File: config.mk
export PLATFORM = sky130hd
export DESIGN_NAME = integer_alu_execute_core
export DESIGN_NICKNAME = d
export VERILOG_FILES = /design/src/hdl/iae_pkg.sv /design/src/hdl/iae_decode.sv /design/src/hdl/iae_execute.sv /design/src/hdl/integer_alu_execute_core.sv
export SDC_FILE = /design/constraint.sdc
export NUM_CORES = 1
export LEC_CHECK = 0
export BUFFER_PORTS_ARGS = -buffer_cell sky130_fd_sc_hd__buf_2
export CORE_MARGIN = 3
export CORE_UTILIZATION = 58
export CTS_CLUSTER_SIZE = 40
export DETAILED_ROUTE_END_ITERATION = 8
export HOLD_SLACK_MARGIN = 0.1
export PLACE_DENSITY = 0.82
export SLEW_MARGIN = 20
export SYNTH_ARGS = -nofsm -noshare
export SYNTH_HDL_FRONTEND = slang
export SYNTH_SLANG_ARGS = --single-unit
File: constraint.sdc
create_clock -name clk -period 12.64 [get_ports clk]
set_clock_uncertainty 0.05 [all_clocks]
set_input_delay 2.528 -clock clk [delete_from_list [all_inputs] [get_ports clk]]
set_output_delay 2.528 -clock clk [all_outputs]
set_load 0.02 [all_outputs]
File: src/hdl/iae_pkg.sv
// Shared types, operation codes and helpers for the integer ALU execute core.
`timescale 1ns / 1ps
`default_nettype none
package iae_pkg;

  localparam int unsigned WordWidth = 32;
  localparam int unsigned RegIdxWidth = 5;
  localparam int unsigned TagWidth = 5;
  localparam int unsigned LitWidth = 8;
  localparam int unsigned ShiftWidth = 5;

  typedef logic [WordWidth-1:0] word_t;
  typedef logic [RegIdxWidth-1:0] reg_idx_t;
  typedef logic [TagWidth-1:0] tag_t;

  localparam tag_t OP_ADD = 5'd0;
  localparam tag_t OP_SUB = 5'd1;
  localparam tag_t OP_SLL = 5'd2;
  localparam tag_t OP_SRL = 5'd3;
  localparam tag_t OP_SRA = 5'd4;
  localparam tag_t OP_AND = 5'd5;
  localparam tag_t OP_OR = 5'd6;
  localparam tag_t OP_XOR = 5'd7;
  localparam tag_t OP_S4ADD = 5'd8;
  localparam tag_t OP_CMPULT = 5'd22;
  localparam tag_t OP_CMPULE = 5'd23;
  localparam tag_t OP_CMPNE = 5'd24;
  localparam tag_t OP_CMPEQ = 5'd25;
  localparam tag_t OP_CMPLT = 5'd26;
  localparam tag_t OP_CMPLE = 5'd27;
  localparam tag_t OP_FCMPLT = 5'd30;
  localparam tag_t OP_FCMPLE = 5'd31;

  // Stage 1 to stage 2: decoded fields and the formed second operand.
  typedef struct packed {
    logic     valid;
    reg_idx_t dest;
    tag_t     tag;
    word_t    a;
    word_t    b;
    word_t    t;
  } dec_stage_t;

  // Stage 2 to stage 3: outputs of the parallel units.
  typedef struct packed {
    logic     valid;
    reg_idx_t dest;
    tag_t     tag;
    word_t    a;
    word_t    t;
    word_t    sum;
    word_t    diff;
    word_t    scaled;
    word_t    shl;
    word_t    shr;
    word_t    sra;
    logic     eq;
    logic     ult;
    logic     slt;
    logic     flt;
    logic     fle;
  } exe_stage_t;

endpackage
`default_nettype wire

File: src/hdl/iae_decode.sv
// First pipeline stage: field decode and second operand formation.
`timescale 1ns / 1ps
`default_nettype none
module iae_decode (
  input  wire logic                clk,
  input  wire logic                rst,
  input  wire logic                accept,
  input  wire iae_pkg::word_t      instruction,
  input  wire iae_pkg::word_t      value_a,
  input  wire iae_pkg::word_t      value_b,
  output iae_pkg::dec_stage_t      stage
);

  logic [iae_pkg::LitWidth-1:0] lit;
  iae_pkg::word_t               t_next;

  assign lit = instruction[12:5];
  assign t_next = value_b + {{(iae_pkg::WordWidth-iae_pkg::LitWidth){lit[iae_pkg::LitWidth-1]}},
                             lit};

  always_ff @(posedge clk) begin
    if (rst) begin
      stage.valid <= 1'b0;
    end else begin
      stage.valid <= accept;
    end
  end

  always_ff @(posedge clk) begin
    stage.dest <= instruction[27:23];
    stage.tag  <= instruction[4:0];
    stage.a    <= value_a;
    stage.b    <= value_b;
    stage.t    <= t_next;
  end

endmodule
`default_nettype wire

File: src/hdl/iae_execute.sv
// Second pipeline stage: adders, shifters and comparators in parallel.
`timescale 1ns / 1ps
`default_nettype none
module iae_execute (
  input  wire logic                clk,
  input  wire logic                rst,
  input  wire iae_pkg::dec_stage_t in_stage,
  output iae_pkg::exe_stage_t      out_stage
);

  logic [iae_pkg::ShiftWidth-1:0] sh;
  logic                           sa;
  logic                           sb;
  logic [iae_pkg::WordWidth-2:0]  ma;
  logic [iae_pkg::WordWidth-2:0]  mb;
  logic                           nan_a;
  logic                           nan_b;
  logic                           both_zero;
  logic                           key_lt;
  logic                           key_eq;

  assign sh = in_stage.t[iae_pkg::ShiftWidth-1:0];
  assign sa = in_stage.a[iae_pkg::WordWidth-1];
  assign sb = in_stage.b[iae_pkg::WordWidth-1];
  assign ma = in_stage.a[iae_pkg::WordWidth-2:0];
  assign mb = in_stage.b[iae_pkg::WordWidth-2:0];
  assign nan_a = (in_stage.a[30:23] == 8'hff) && (in_stage.a[22:0] != '0);
  assign nan_b = (in_stage.b[30:23] == 8'hff) && (in_stage.b[22:0] != '0);
  assign both_zero = (ma == '0) && (mb == '0);

  // Sign-magnitude ordering; the two zeros are one key.
  always_comb begin
    key_eq = both_zero || ((sa == sb) && (ma == mb));
    case ({sa, sb})
      2'b00:   key_lt = ma < mb;
      2'b11:   key_lt = mb < ma;
      2'b10:   key_lt = !both_zero;
      default: key_lt = 1'b0;
    endcase
  end

  always_ff @(posedge clk) begin
    if (rst) begin
      out_stage.valid <= 1'b0;
    end else begin
      out_stage.valid <= in_stage.valid;
    end
  end

  always_ff @(posedge clk) begin
    out_stage.dest   <= in_stage.dest;
    out_stage.tag    <= in_stage.tag;
    out_stage.a      <= in_stage.a;
    out_stage.t      <= in_stage.t;
    out_stage.sum    <= in_stage.a + in_stage.t;
    out_stage.diff   <= in_stage.a - in_stage.t;
    out_stage.scaled <= in_stage.a + {in_stage.t[iae_pkg::WordWidth-3:0], 2'b00};
    out_stage.shl    <= in_stage.a << sh;
    out_stage.shr    <= in_stage.a >> sh;
    out_stage.sra    <= iae_pkg::word_t'($signed(in_stage.a) >>> sh);
    out_stage.eq     <= in_stage.a == in_stage.t;
    out_stage.ult    <= in_stage.a < in_stage.t;
    out_stage.slt    <= $signed(in_stage.a) < $signed(in_stage.t);
    out_stage.flt    <= !nan_a && !nan_b && key_lt;
    out_stage.fle    <= !nan_a && !nan_b && (key_lt || key_eq);
  end

endmodule
`default_nettype wire

File: src/hdl/integer_alu_execute_core.sv
// Top level of the integer ALU execute core: three-stage pipeline with result select.
// An accepted transfer passes the decode, execute and output registers in turn before its
// result shows with done high.
// Throughput: one instruction per cycle; busy is never raised and start may stay high.
// Stages: decode and operand add, parallel units, result select and output register.
// Reset: synchronous rst clears the stage valid bits, so done is low after reset.
`timescale 1ns / 1ps
`default_nettype none
module integer_alu_execute_core (
  input  wire logic                       clk,
  input  wire logic                       rst,
  input  wire logic                       start,
  output logic                            busy,
  input  wire iae_pkg::word_t             instruction,
  input  wire iae_pkg::word_t             value_a,
  input  wire iae_pkg::word_t             value_b,
  output logic                            done,
  output iae_pkg::reg_idx_t               dest_index,
  output iae_pkg::word_t                  result,
  output logic                            decode_error
);

  iae_pkg::dec_stage_t dec_stage;
  iae_pkg::exe_stage_t exe_stage;
  iae_pkg::word_t      result_next;
  logic                error_next;

  assign busy = 1'b0;

  iae_decode u_decode (
    .clk        (clk),
    .rst        (rst),
    .accept     (start && !busy),
    .instruction(instruction),
    .value_a    (value_a),
    .value_b    (value_b),
    .stage      (dec_stage)
  );

  iae_execute u_execute (
    .clk      (clk),
    .rst      (rst),
    .in_stage (dec_stage),
    .out_stage(exe_stage)
  );

  always_comb begin
    result_next = '0;
    error_next  = 1'b0;
    unique case (exe_stage.tag)
      iae_pkg::OP_ADD:    result_next = exe_stage.sum;
      iae_pkg::OP_SUB:    result_next = exe_stage.diff;
      iae_pkg::OP_SLL:    result_next = exe_stage.shl;
      iae_pkg::OP_SRL:    result_next = exe_stage.shr;
      iae_pkg::OP_SRA:    result_next = exe_stage.sra;
      iae_pkg::OP_AND:    result_next = exe_stage.a & exe_stage.t;
      iae_pkg::OP_OR:     result_next = exe_stage.a | exe_stage.t;
      iae_pkg::OP_XOR:    result_next = exe_stage.a ^ exe_stage.t;
      iae_pkg::OP_S4ADD:  result_next = exe_stage.scaled;
      iae_pkg::OP_CMPULT: result_next = iae_pkg::word_t'(exe_stage.ult);
      iae_pkg::OP_CMPULE: result_next = iae_pkg::word_t'(exe_stage.ult || exe_stage.eq);
      iae_pkg::OP_CMPNE:  result_next = iae_pkg::word_t'(!exe_stage.eq);
      iae_pkg::OP_CMPEQ:  result_next = iae_pkg::word_t'(exe_stage.eq);
      iae_pkg::OP_CMPLT:  result_next = iae_pkg::word_t'(exe_stage.slt);
      iae_pkg::OP_CMPLE:  result_next = iae_pkg::word_t'(exe_stage.slt || exe_stage.eq);
      iae_pkg::OP_FCMPLT: result_next = iae_pkg::word_t'(exe_stage.flt);
      iae_pkg::OP_FCMPLE: result_next = iae_pkg::word_t'(exe_stage.fle);
      default:            error_next  = 1'b1;
    endcase
  end

  always_ff @(posedge clk) begin
    if (rst) begin
      done <= 1'b0;
    end else begin
      done <= exe_stage.valid;
    end
  end

  always_ff @(posedge clk) begin
    dest_index   <= exe_stage.dest;
    result       <= result_next;
    decode_error <= error_next;
  end

endmodule
`default_nettype wire

==> out/qor.log, run 1 <==
INFO  status         outcome=finished clean
INFO  logic_synthesis synth_seq_cells=413
INFO  die            rows=70
INFO  clock_network  cts-resized-gates=0
INFO  logic_synthesis synth-main-ff-cell=dfxtp_1
INFO  power_and_ir_drop pwr_density_cell=191mW/mm²
INFO  die            die_w=199µm
INFO  timing         tightest_slew=1.21ns
INFO  critical_path  worst-path-buf-inv=3
INFO  clock_network  cts_hold_buf=0
INFO  timing         rsz_0062_raised_after_global_routing=false
INFO  placement      detailedPlace.worstSlack=6.64ns
INFO  critical_path  critical_path.most_common_cell=a211oi_1
INFO  die            floorplan.initialDensity=0.591
INFO  critical_path  critPathArrivalTime=6.25ns
INFO  layout         layout-drive-gt1-share=0.109
INFO  timing         report.final.slew_viol_count=0
INFO  clock_network  cts_setup_buffers=0
INFO  layout         final.fill_count=3036
INFO  global_route   antenna_found_initial=3
INFO  logic_synthesis synth-seq-area-share=0.381
INFO  placement      dpl.hpwl=52700µm
INFO  logic_synthesis yosys_warnings=0
INFO  route          ant_nets=0
INFO  critical_path  critPathMaxFanout=67
INFO  logic_synthesis synth-edff-count=0
INFO  die            floorplan.core_area=0.0367mm²
INFO  power_and_ir_drop static-leakage-power=11.1nW
INFO  route          drt_pre_antenna_iters=6
INFO  logic_synthesis synthesis.instances=2441
INFO  critical_path  worst_setup_path_end_kind=register
INFO  critical_path  slowest_delay=0.90ns
INFO  global_route   vias_in_the_first_global_route=18.9k
INFO  clock_network  cts_root_buf=clkbuf_16
INFO  placement      port_buffers=123
INFO  layout         fin_cells=3013
INFO  global_route   global_route.overflow_total=0
INFO  critical_path  critPathLaunch=u_decode.stage[3]$_DFF_P_
INFO  clock_network  cts_htree_levels=2
INFO  timing         finalHoldViolCount=0
INFO  logic_synthesis synthesis.area_per_instance=8.89µm²
INFO  logic_synthesis synth_cell_types=80
INFO  timing         setup-violations-final=0
INFO  global_route   all_layer_gr_usage=0.361
INFO  clock_network  clock-sinks=413
INFO  logic_synthesis async_flop_share=0
INFO  route          totalWireLength=73000µm
INFO  worst_hold_path worst_hold_path_type=reg2reg
INFO  global_route   grt_max_degree=84
INFO  die            dieArea=0.0398mm²
INFO  route          avg_wl_per_cell=24.2µm
INFO  die            top_level_i_o_count=139
INFO  clock_network  clkTransAtPathRegs=0.06ns
INFO  logic_synthesis netlist_area=0.0217mm²
INFO  clock_network  tritoncts_clock_tree=built
INFO  global_route   grt_pass1_wl=109000µm
INFO  critical_path  timing.rr.start=u_decode.stage[3]$_DFF_P_
INFO  critical_path  setup.worst_path.class=reg2reg
INFO  route          post-route-drc-count=0
INFO  placement      finalWeightedCongestion=0.987
INFO  die            y_dimension_of_the_die=199µm
INFO  timing         min_period_over_period=0.463
INFO  route          detail_route.iter0.violations=2302
INFO  layout         layout.nets=2838
INFO  layout         antenna_cell_count=0
INFO  layout         syn_to_layout_area_delta=11.3%
INFO  timing         worst_slack_setup_final=6.79ns
INFO  clock_network  cts_inserted_buffers=43
INFO  clock_network  cts.path.max_buffers=3
INFO  clock_network  worstSkewPairLatency=0.58ns
INFO  timing         post-route-min-period=5.85ns
INFO  timing         normalized_max_slew_margin=0.188
INFO  worst_hold_path min_from=u_execute.out_stage[268]$_DFF_P_
INFO  timing         highest_clock_rate=171MHz
INFO  logic_synthesis mappedNetlistNets=2767
INFO  critical_path  crit_path_cell_trace=buf_4, inv_2, ha_1, inv_1, o311ai_1, a211oi_1, a211oi_1, a21boi_0, o21ai_0, a31oi_1, mux2i_1, nand3_1
INFO  route          via_count=19.3k
INFO  critical_path  required_time_at_the_worst_slack_endpoint=13.05ns
INFO  route          routed_via_density=6.40
INFO  critical_path  path_delay_family=compound AO/OA/AOI/OAI gates
INFO  timing         final.setup.tns=0ns
INFO  power_and_ir_drop vdd_ir_drop_max=119µV
INFO  critical_path  timing.critical_path.slowest_stage_cell=a21boi_0
INFO  layout         final_core_util=0.658
INFO  placement      dpl.cell_count=2935
INFO  critical_path  critPathLaunchType=register
INFO  run            max-cap-violations=0
==> stage by stage <==
stage	power [mW]	area (µm²)	hold WS [ns]
after floorplan	2.75	21700	0.260
after global placement	3.21	22600	0.262
after detailed placement	3.24	22600	0.262
after CTS	4.58	24100	0.275
after global routing	4.81	24100	0.283
final	4.62	24100	0.275
==> layer usage <==
| metal | routed length (µm) | track usage |
|---|---|---|
| met1 | 28700 | 0.455 |
| met2 | 32500 | 0.585 |
| met3 | 7430 | 0.0765 |
| met4 | 4360 | 0.189 |
| met5 | 13 | 0 |
==> placed cells by master (no fill, tap or decap), types with 11 or more instances in the layout <==
master     netlist  routed
dfxtp_1        413     409
nor2_1         240     236
ha_1           223     223
inv_1          176     176
a21oi_1        168     168
o21ai_0        149     149
nand2_1        123     123
buf_2            4     123
xnor2_1         75      75
mux2i_1         71      71
a21o_1          68      68
clkbuf_16        0      44
nor3_1          43      40
a221oi_1        40      40
nand3_1         40      40
nand2b_1        39      39
a22oi_1         35      35
xor2_1          32      32
nand4_1         23      23
o21a_1          22      22
a211oi_1        21      21
o211ai_1        20      20
a22o_1          19      19
or2_2           18      18
o21bai_1        18      18
buf_4            1      18
a31oi_1         17      17
nor2b_1         17      17
nor4_1          18      17
and2_1          15      15
a222oi_1        15      15
or3_1           14      14
o31ai_1         12      12
o2111ai_1       11      11
mux2_2          11      11
==> cell families after synthesis <==
group	synth area share
multiplexers	0.0457
adder cells (fa/ha/maj)	0.132
AND/OR/NAND/NOR	0.136
other	0.000173
buffers and inverters	0.0520
AO/OA/AOI/OAI	0.209
flip-flops	0.381
XOR/XNOR	0.0432
==> worst paths after layout <==
check | cells after the start | slack, ns | end
hold / removal | 0 | 0.28 | dest_index[2]$_DFF_P_
setup / recovery | 12 | 6.79 | u_execute.out_stage[196]$_DFF_P_
setup reg to reg | 12 | 6.79 | u_execute.out_stage[196]$_DFF_P_
hold reg to reg | 0 | 0.28 | dest_index[2]$_DFF_P_
==> flip-flops by register name, summed over array words and instances, names as in the netlist <==
signal / count
u_execute.out_stage: 267
u_decode.stage: 107
result: 32
dest_index: 5
decode_error: 1
done: 1
==> Yosys cell counts (12+ instances only) <==
master | number | area share
nand2_1 | 123 | 0.021
or3_1 | 14 | 0.0040
mux2i_1 | 71 | 0.033
xnor2_1 | 75 | 0.030
and2_1 | 15 | 0.0043
a211oi_1 | 21 | 0.0073
xor2_1 | 32 | 0.013
or2_2 | 18 | 0.0052
o31ai_1 | 12 | 0.0042
nor2_1 | 240 | 0.042
a21oi_1 | 168 | 0.039
a31oi_1 | 17 | 0.0049
a22oi_1 | 35 | 0.012
clkbuf_1 | 94 | 0.016
ha_1 | 223 | 0.13
inv_1 | 176 | 0.030
dfxtp_1 | 413 | 0.38
nand3_1 | 40 | 0.0092
nand4_1 | 23 | 0.0066
nor4_1 | 18 | 0.0052
nor3_1 | 43 | 0.0099
nor2b_1 | 17 | 0.0049
a221oi_1 | 40 | 0.016
buf_1 | 15 | 0.0026
o21bai_1 | 18 | 0.0062
o21a_1 | 22 | 0.0076
o211ai_1 | 20 | 0.0069
nand2b_1 | 39 | 0.011
o21ai_0 | 149 | 0.034
a21o_1 | 68 | 0.024
a22o_1 | 19 | 0.0077
a222oi_1 | 15 | 0.0069
==> final cells by class <==
class,count,area (µm²),area share
clock inverters,20,283,0.0117
inverters,181,679,0.0282
multi-input cells,1732,12300,0.512
flip-flops and latches,413,8270,0.343
well taps,468,586,0.0243
repair buffers,141,751,0.0311
clock buffers,58,1210,0.0503
==> where the power goes <==
group	switching [mW]	internal [mW]
logic	0.893	0.531
clock network	0.543	0.801
registers	0.215	1.64
total	1.65	2.97
Power figures use the tool's default switching activity.
==> inputs of run 2 (changes only) <==
Settings changed: CORE_UTILIZATION 58 to 55, PLACE_DENSITY 0.82 to 0.81.
Clock period 12.64 ns to 5.2 ns, I/O delays scaled along.
==> run 2 against run 1 <==
Against the previous run: critical path depth grew 2; wire length increased by 1.8%; combinational power is 150% higher; sequential share of layout area shrank 0.42 points; design area is 1.2% higher; clock-buffer cell count unchanged; worst hold slack worse by 0.00057 ns; worst setup slack worse by 5.8 ns; cell count up 2.4%; sequential power increased by 140%; largest cell class unchanged.
==> out/qor.log, run 2 (synthesis results as in run 1) <==
INFO  layout         registers_with_the_most_flip_flops=u_execute.out_stage: 267 flops, u_decode.stage: 107 flops, result: 32 flops
INFO  clock_network  worstSkewPairLatency=0.59ns [about the same]
INFO  global_route   grt_pass1_wl=110000µm [+1.3%]
INFO  clock_network  clock-sinks=413 [unchanged]
INFO  critical_path  worst_setup_path_end_kind=register
INFO  power_and_ir_drop pwr-share-clk=0.302 [+0.011]
INFO  critical_path  path_delay_family=compound AO/OA/AOI/OAI gates
INFO  placement      dpl.hpwl=54400µm [+3.1%]
INFO  timing         setup-violations-final=0 [unchanged]
INFO  power_and_ir_drop combPwrFrac=0.308 [about the same]
INFO  timing         post-route-min-period=4.17ns [-1.68 ns]
INFO  die            dieArea=0.0419mm² [+5.3%]
INFO  placement      port_buffers=123 [unchanged]
INFO  clock_network  clkTransAtPathRegs=0.06ns [about the same]
INFO  layout         area_of_the_multi_input_gates=0.0123mm² [about the same]
INFO  critical_path  critPathArrivalTime=4.58ns [-1.67 ns]
INFO  clock_network  cts-resized-gates=0 [unchanged]
INFO  timing         normalized_max_slew_margin=0.279 [+0.0911]
INFO  power_and_ir_drop netSwitchingFraction=0.354 [-0.00366]
INFO  die            floorplan.core_area=0.0388mm² [+5.8%]
INFO  critical_path  worst_r2r_path_depth=14 [+2]
INFO  power_and_ir_drop p_seq_frac=0.390 [-0.011]
INFO  timing         holdWs=0.275ns [-0.000575 ns]
INFO  critical_path  crit_path_cell_trace=buf_4, inv_2, ha_1, nor2b_1, o311ai_1, a211oi_1, buf_4, a211oi_1, a21boi_0, buf_4, o21ai_0, a31oi_1, mux2i_1, nand3_1
INFO  status         outcome=finished clean
INFO  clock_network  cts_inserted_buffers=44 [+2.3%]
INFO  die            rows=72 [+2.9%]
INFO  power_and_ir_drop netSwitchingPower=4.05mW [+150%]
INFO  die            top_level_i_o_count=139 [unchanged]
INFO  route          avg_wl_per_cell=24.1µm [-0.53%]
INFO  clock_network  cts_setup_buffers=0 [unchanged]
INFO  die            floorplan.initialDensity=0.559 [-0.0324]
INFO  timing         highest_clock_rate=240MHz [+40%]
INFO  critical_path  ff2ff_setup_slack=1.03ns [-5.76 ns]
INFO  clock_network  cts_root_buf=clkbuf_16
INFO  route          detail_route.iter0.violations=2322 [+0.87%]
INFO  critical_path  depth_of_the_critical_timing_path_with_buffers_and_inverters_included=14 [+2]
INFO  clock_network  tritoncts_clock_tree=built
INFO  route          via_count=19.4k [+0.54%]
INFO  placement      finalWeightedCongestion=0.975 [-1.2%]
INFO  critical_path  setup.worst_path.class=reg2reg
INFO  layout         largest_register=u_execute.out_stage
INFO  worst_hold_path worst_hold_path_type=reg2reg
INFO  run            max-cap-violations=0 [unchanged]
INFO  layout         layout.nets=2858 [+0.70%]
INFO  power_and_ir_drop static-leakage-power=11.2nW [+1.3%]
INFO  route          drt_pre_antenna_iters=6 [unchanged]
INFO  clock_network  cts.path.max_buffers=3 [unchanged]
INFO  timing         final.setup.tns=0ns [unchanged]
INFO  critical_path  required_time_at_the_worst_slack_endpoint=5.61ns [-7.44 ns]
INFO  route          totalWireLength=74300µm [+1.8%]
INFO  die            die_w=205µm [+2.6%]
INFO  route          post-route-drc-count=0 [unchanged]
INFO  global_route   grt_max_degree=87 [+3.6%]
INFO  critical_path  critical_path.most_common_cell=buf_4
INFO  critical_path  critPathMaxFanout=16 [-76%]
INFO  worst_hold_path min_from=u_decode.stage[105]$_DFF_P_
INFO  die            y_dimension_of_the_die=205µm [+2.6%]
INFO  critical_path  timing.critical_path.slowest_stage_cell=a211oi_1
INFO  critical_path  timing.rr.end=u_execute.out_stage[196]$_DFF_P_
INFO  timing         rsz_0062_raised_after_global_routing=false
INFO  power_and_ir_drop pwr_density_cell=469mW/mm² [+140%]
INFO  layout         layout-drive-gt1-share=0.116 [+0.00699]
INFO  clock_network  cts_hold_buf=0 [unchanged]
INFO  global_route   global_route.overflow_total=0 [unchanged]
INFO  power_and_ir_drop report.power.total=11.5mW [+150%]
INFO  critical_path  slowest_delay=0.60ns [-0.30 ns]
INFO  route          ant_nets=0 [unchanged]
INFO  critical_path  timing.rr.start=u_decode.stage[1]$_DFF_P_
INFO  global_route   antenna_found_initial=5 [+2]
INFO  clock_network  cts_htree_levels=2 [unchanged]
INFO  layout         final.fill_count=3299 [+8.7%]
INFO  timing         tightest_slew=1.08ns [-0.131 ns]
INFO  layout         layout.cells.most_common=dfxtp_1
INFO  worst_hold_path hold-path-cell-count=0 [unchanged]
INFO  route          routed_via_density=6.28 [-1.8%]
INFO  layout         syn_to_layout_area_delta=12.6%
INFO  global_route   vias_in_the_first_global_route=18.8k [-0.64%]
INFO  critical_path  critPathLaunchType=register
INFO  layout         final_cell_mix=dfxtp_1, nor2_1, ha_1
INFO  timing         report.final.slew_viol_count=0 [unchanged]
INFO  worst_hold_path hold-path-endpoint=u_execute.out_stage[270]$_DFF_P_
INFO  global_route   all_layer_gr_usage=0.347 [-0.0146]
INFO  critical_path  worst-path-buf-inv=4 [+1]
INFO  timing         min_period_over_period=0.801 [+0.339]
INFO  layout         final-seq-area=0.00827mm² [unchanged]
INFO  timing         finalHoldViolCount=0 [unchanged]
INFO  power_and_ir_drop vdd_ir_drop_max=307µV [+160%]
INFO  power_and_ir_drop internal_power=7.41mW [+150%]
INFO  layout         largest_register_ffs=267 [unchanged]
[run 2: how the worst max path moves through the flow]
stage / start / to / slack [ns]
after floorplan: u_decode.stage[1]$_DFF_P_ / u_execute.out_stage[195]$_DFF_P_ / 1.18
after global placement: instruction[6] / u_decode.stage[31]$_DFF_P_ / 1.06
after detailed placement: instruction[12] / u_decode.stage[31]$_DFF_P_ / 1.06
after CTS: u_decode.stage[1]$_DFF_P_ / u_execute.out_stage[196]$_DFF_P_ / 1.19
after global routing: u_decode.stage[1]$_DFF_P_ / u_execute.out_stage[196]$_DFF_P_ / 0.90
final: u_decode.stage[1]$_DFF_P_ / u_execute.out_stage[196]$_DFF_P_ / 1.03
[run 2: worst register-to-register path, stage by stage, from the launching register on]
cell and delay [ns]:
dfxtp_1 0.31, buf_4 0.26, inv_2 0.14, ha_1 0.38, nor2b_1 0.10, o311ai_1 0.36
a211oi_1 0.14, buf_4 0.19, a211oi_1 0.60, a21boi_0 0.31, buf_4 0.23, o21ai_0 0.42
a31oi_1 0.28, mux2i_1 0.21, nand3_1 0.08
[run 2: cell type report]
cell class | count | area share
well taps | 518 | 0.0265
diodes | 3 | 0.000307
clock buffers | 58 | 0.0505
flip-flops and latches | 413 | 0.339
inverters | 181 | 0.0278
repair buffers | 160 | 0.0366
multi-input cells | 1732 | 0.505
clock inverters | 20 | 0.0143
[run 2: power by group through the flow]
stage          Combinational [mW]  Sequential (mW)  Clock (mW)
2_1_floorplan                2.38             4.31           0
3_3_place_gp                 3.35             4.48           0
3_5_place_dp                 3.42             4.49           0
4_1_cts                      3.45             4.44        3.48
5_1_grt                      3.81             4.51        3.60
6_report                     3.53             4.46        3.46
[run 2: stage by stage]
step	area [µm²]	cells	utilization	setup slack (ns)
global placement	22800	3004	0.588	1.06
global route	24400	3082	0.629	0.896
floorplan	21700	2441	-	1.18
finish	24400	3085	0.629	1.03
CTS	24400	3082	0.629	1.19
detailed placement	22800	3004	0.588	1.06
[run 2: layer usage]
metal	GRT usage	routed length, µm	share of wire	vias to the layer above
li1	-	-	-	8882
met1	0.443	29700	0.40	9197
met2	0.559	33500	0.45	1052
met3	0.0674	7150	0.096	253
met4	0.175	3980	0.054	4
met5	0	27	0.00036	-
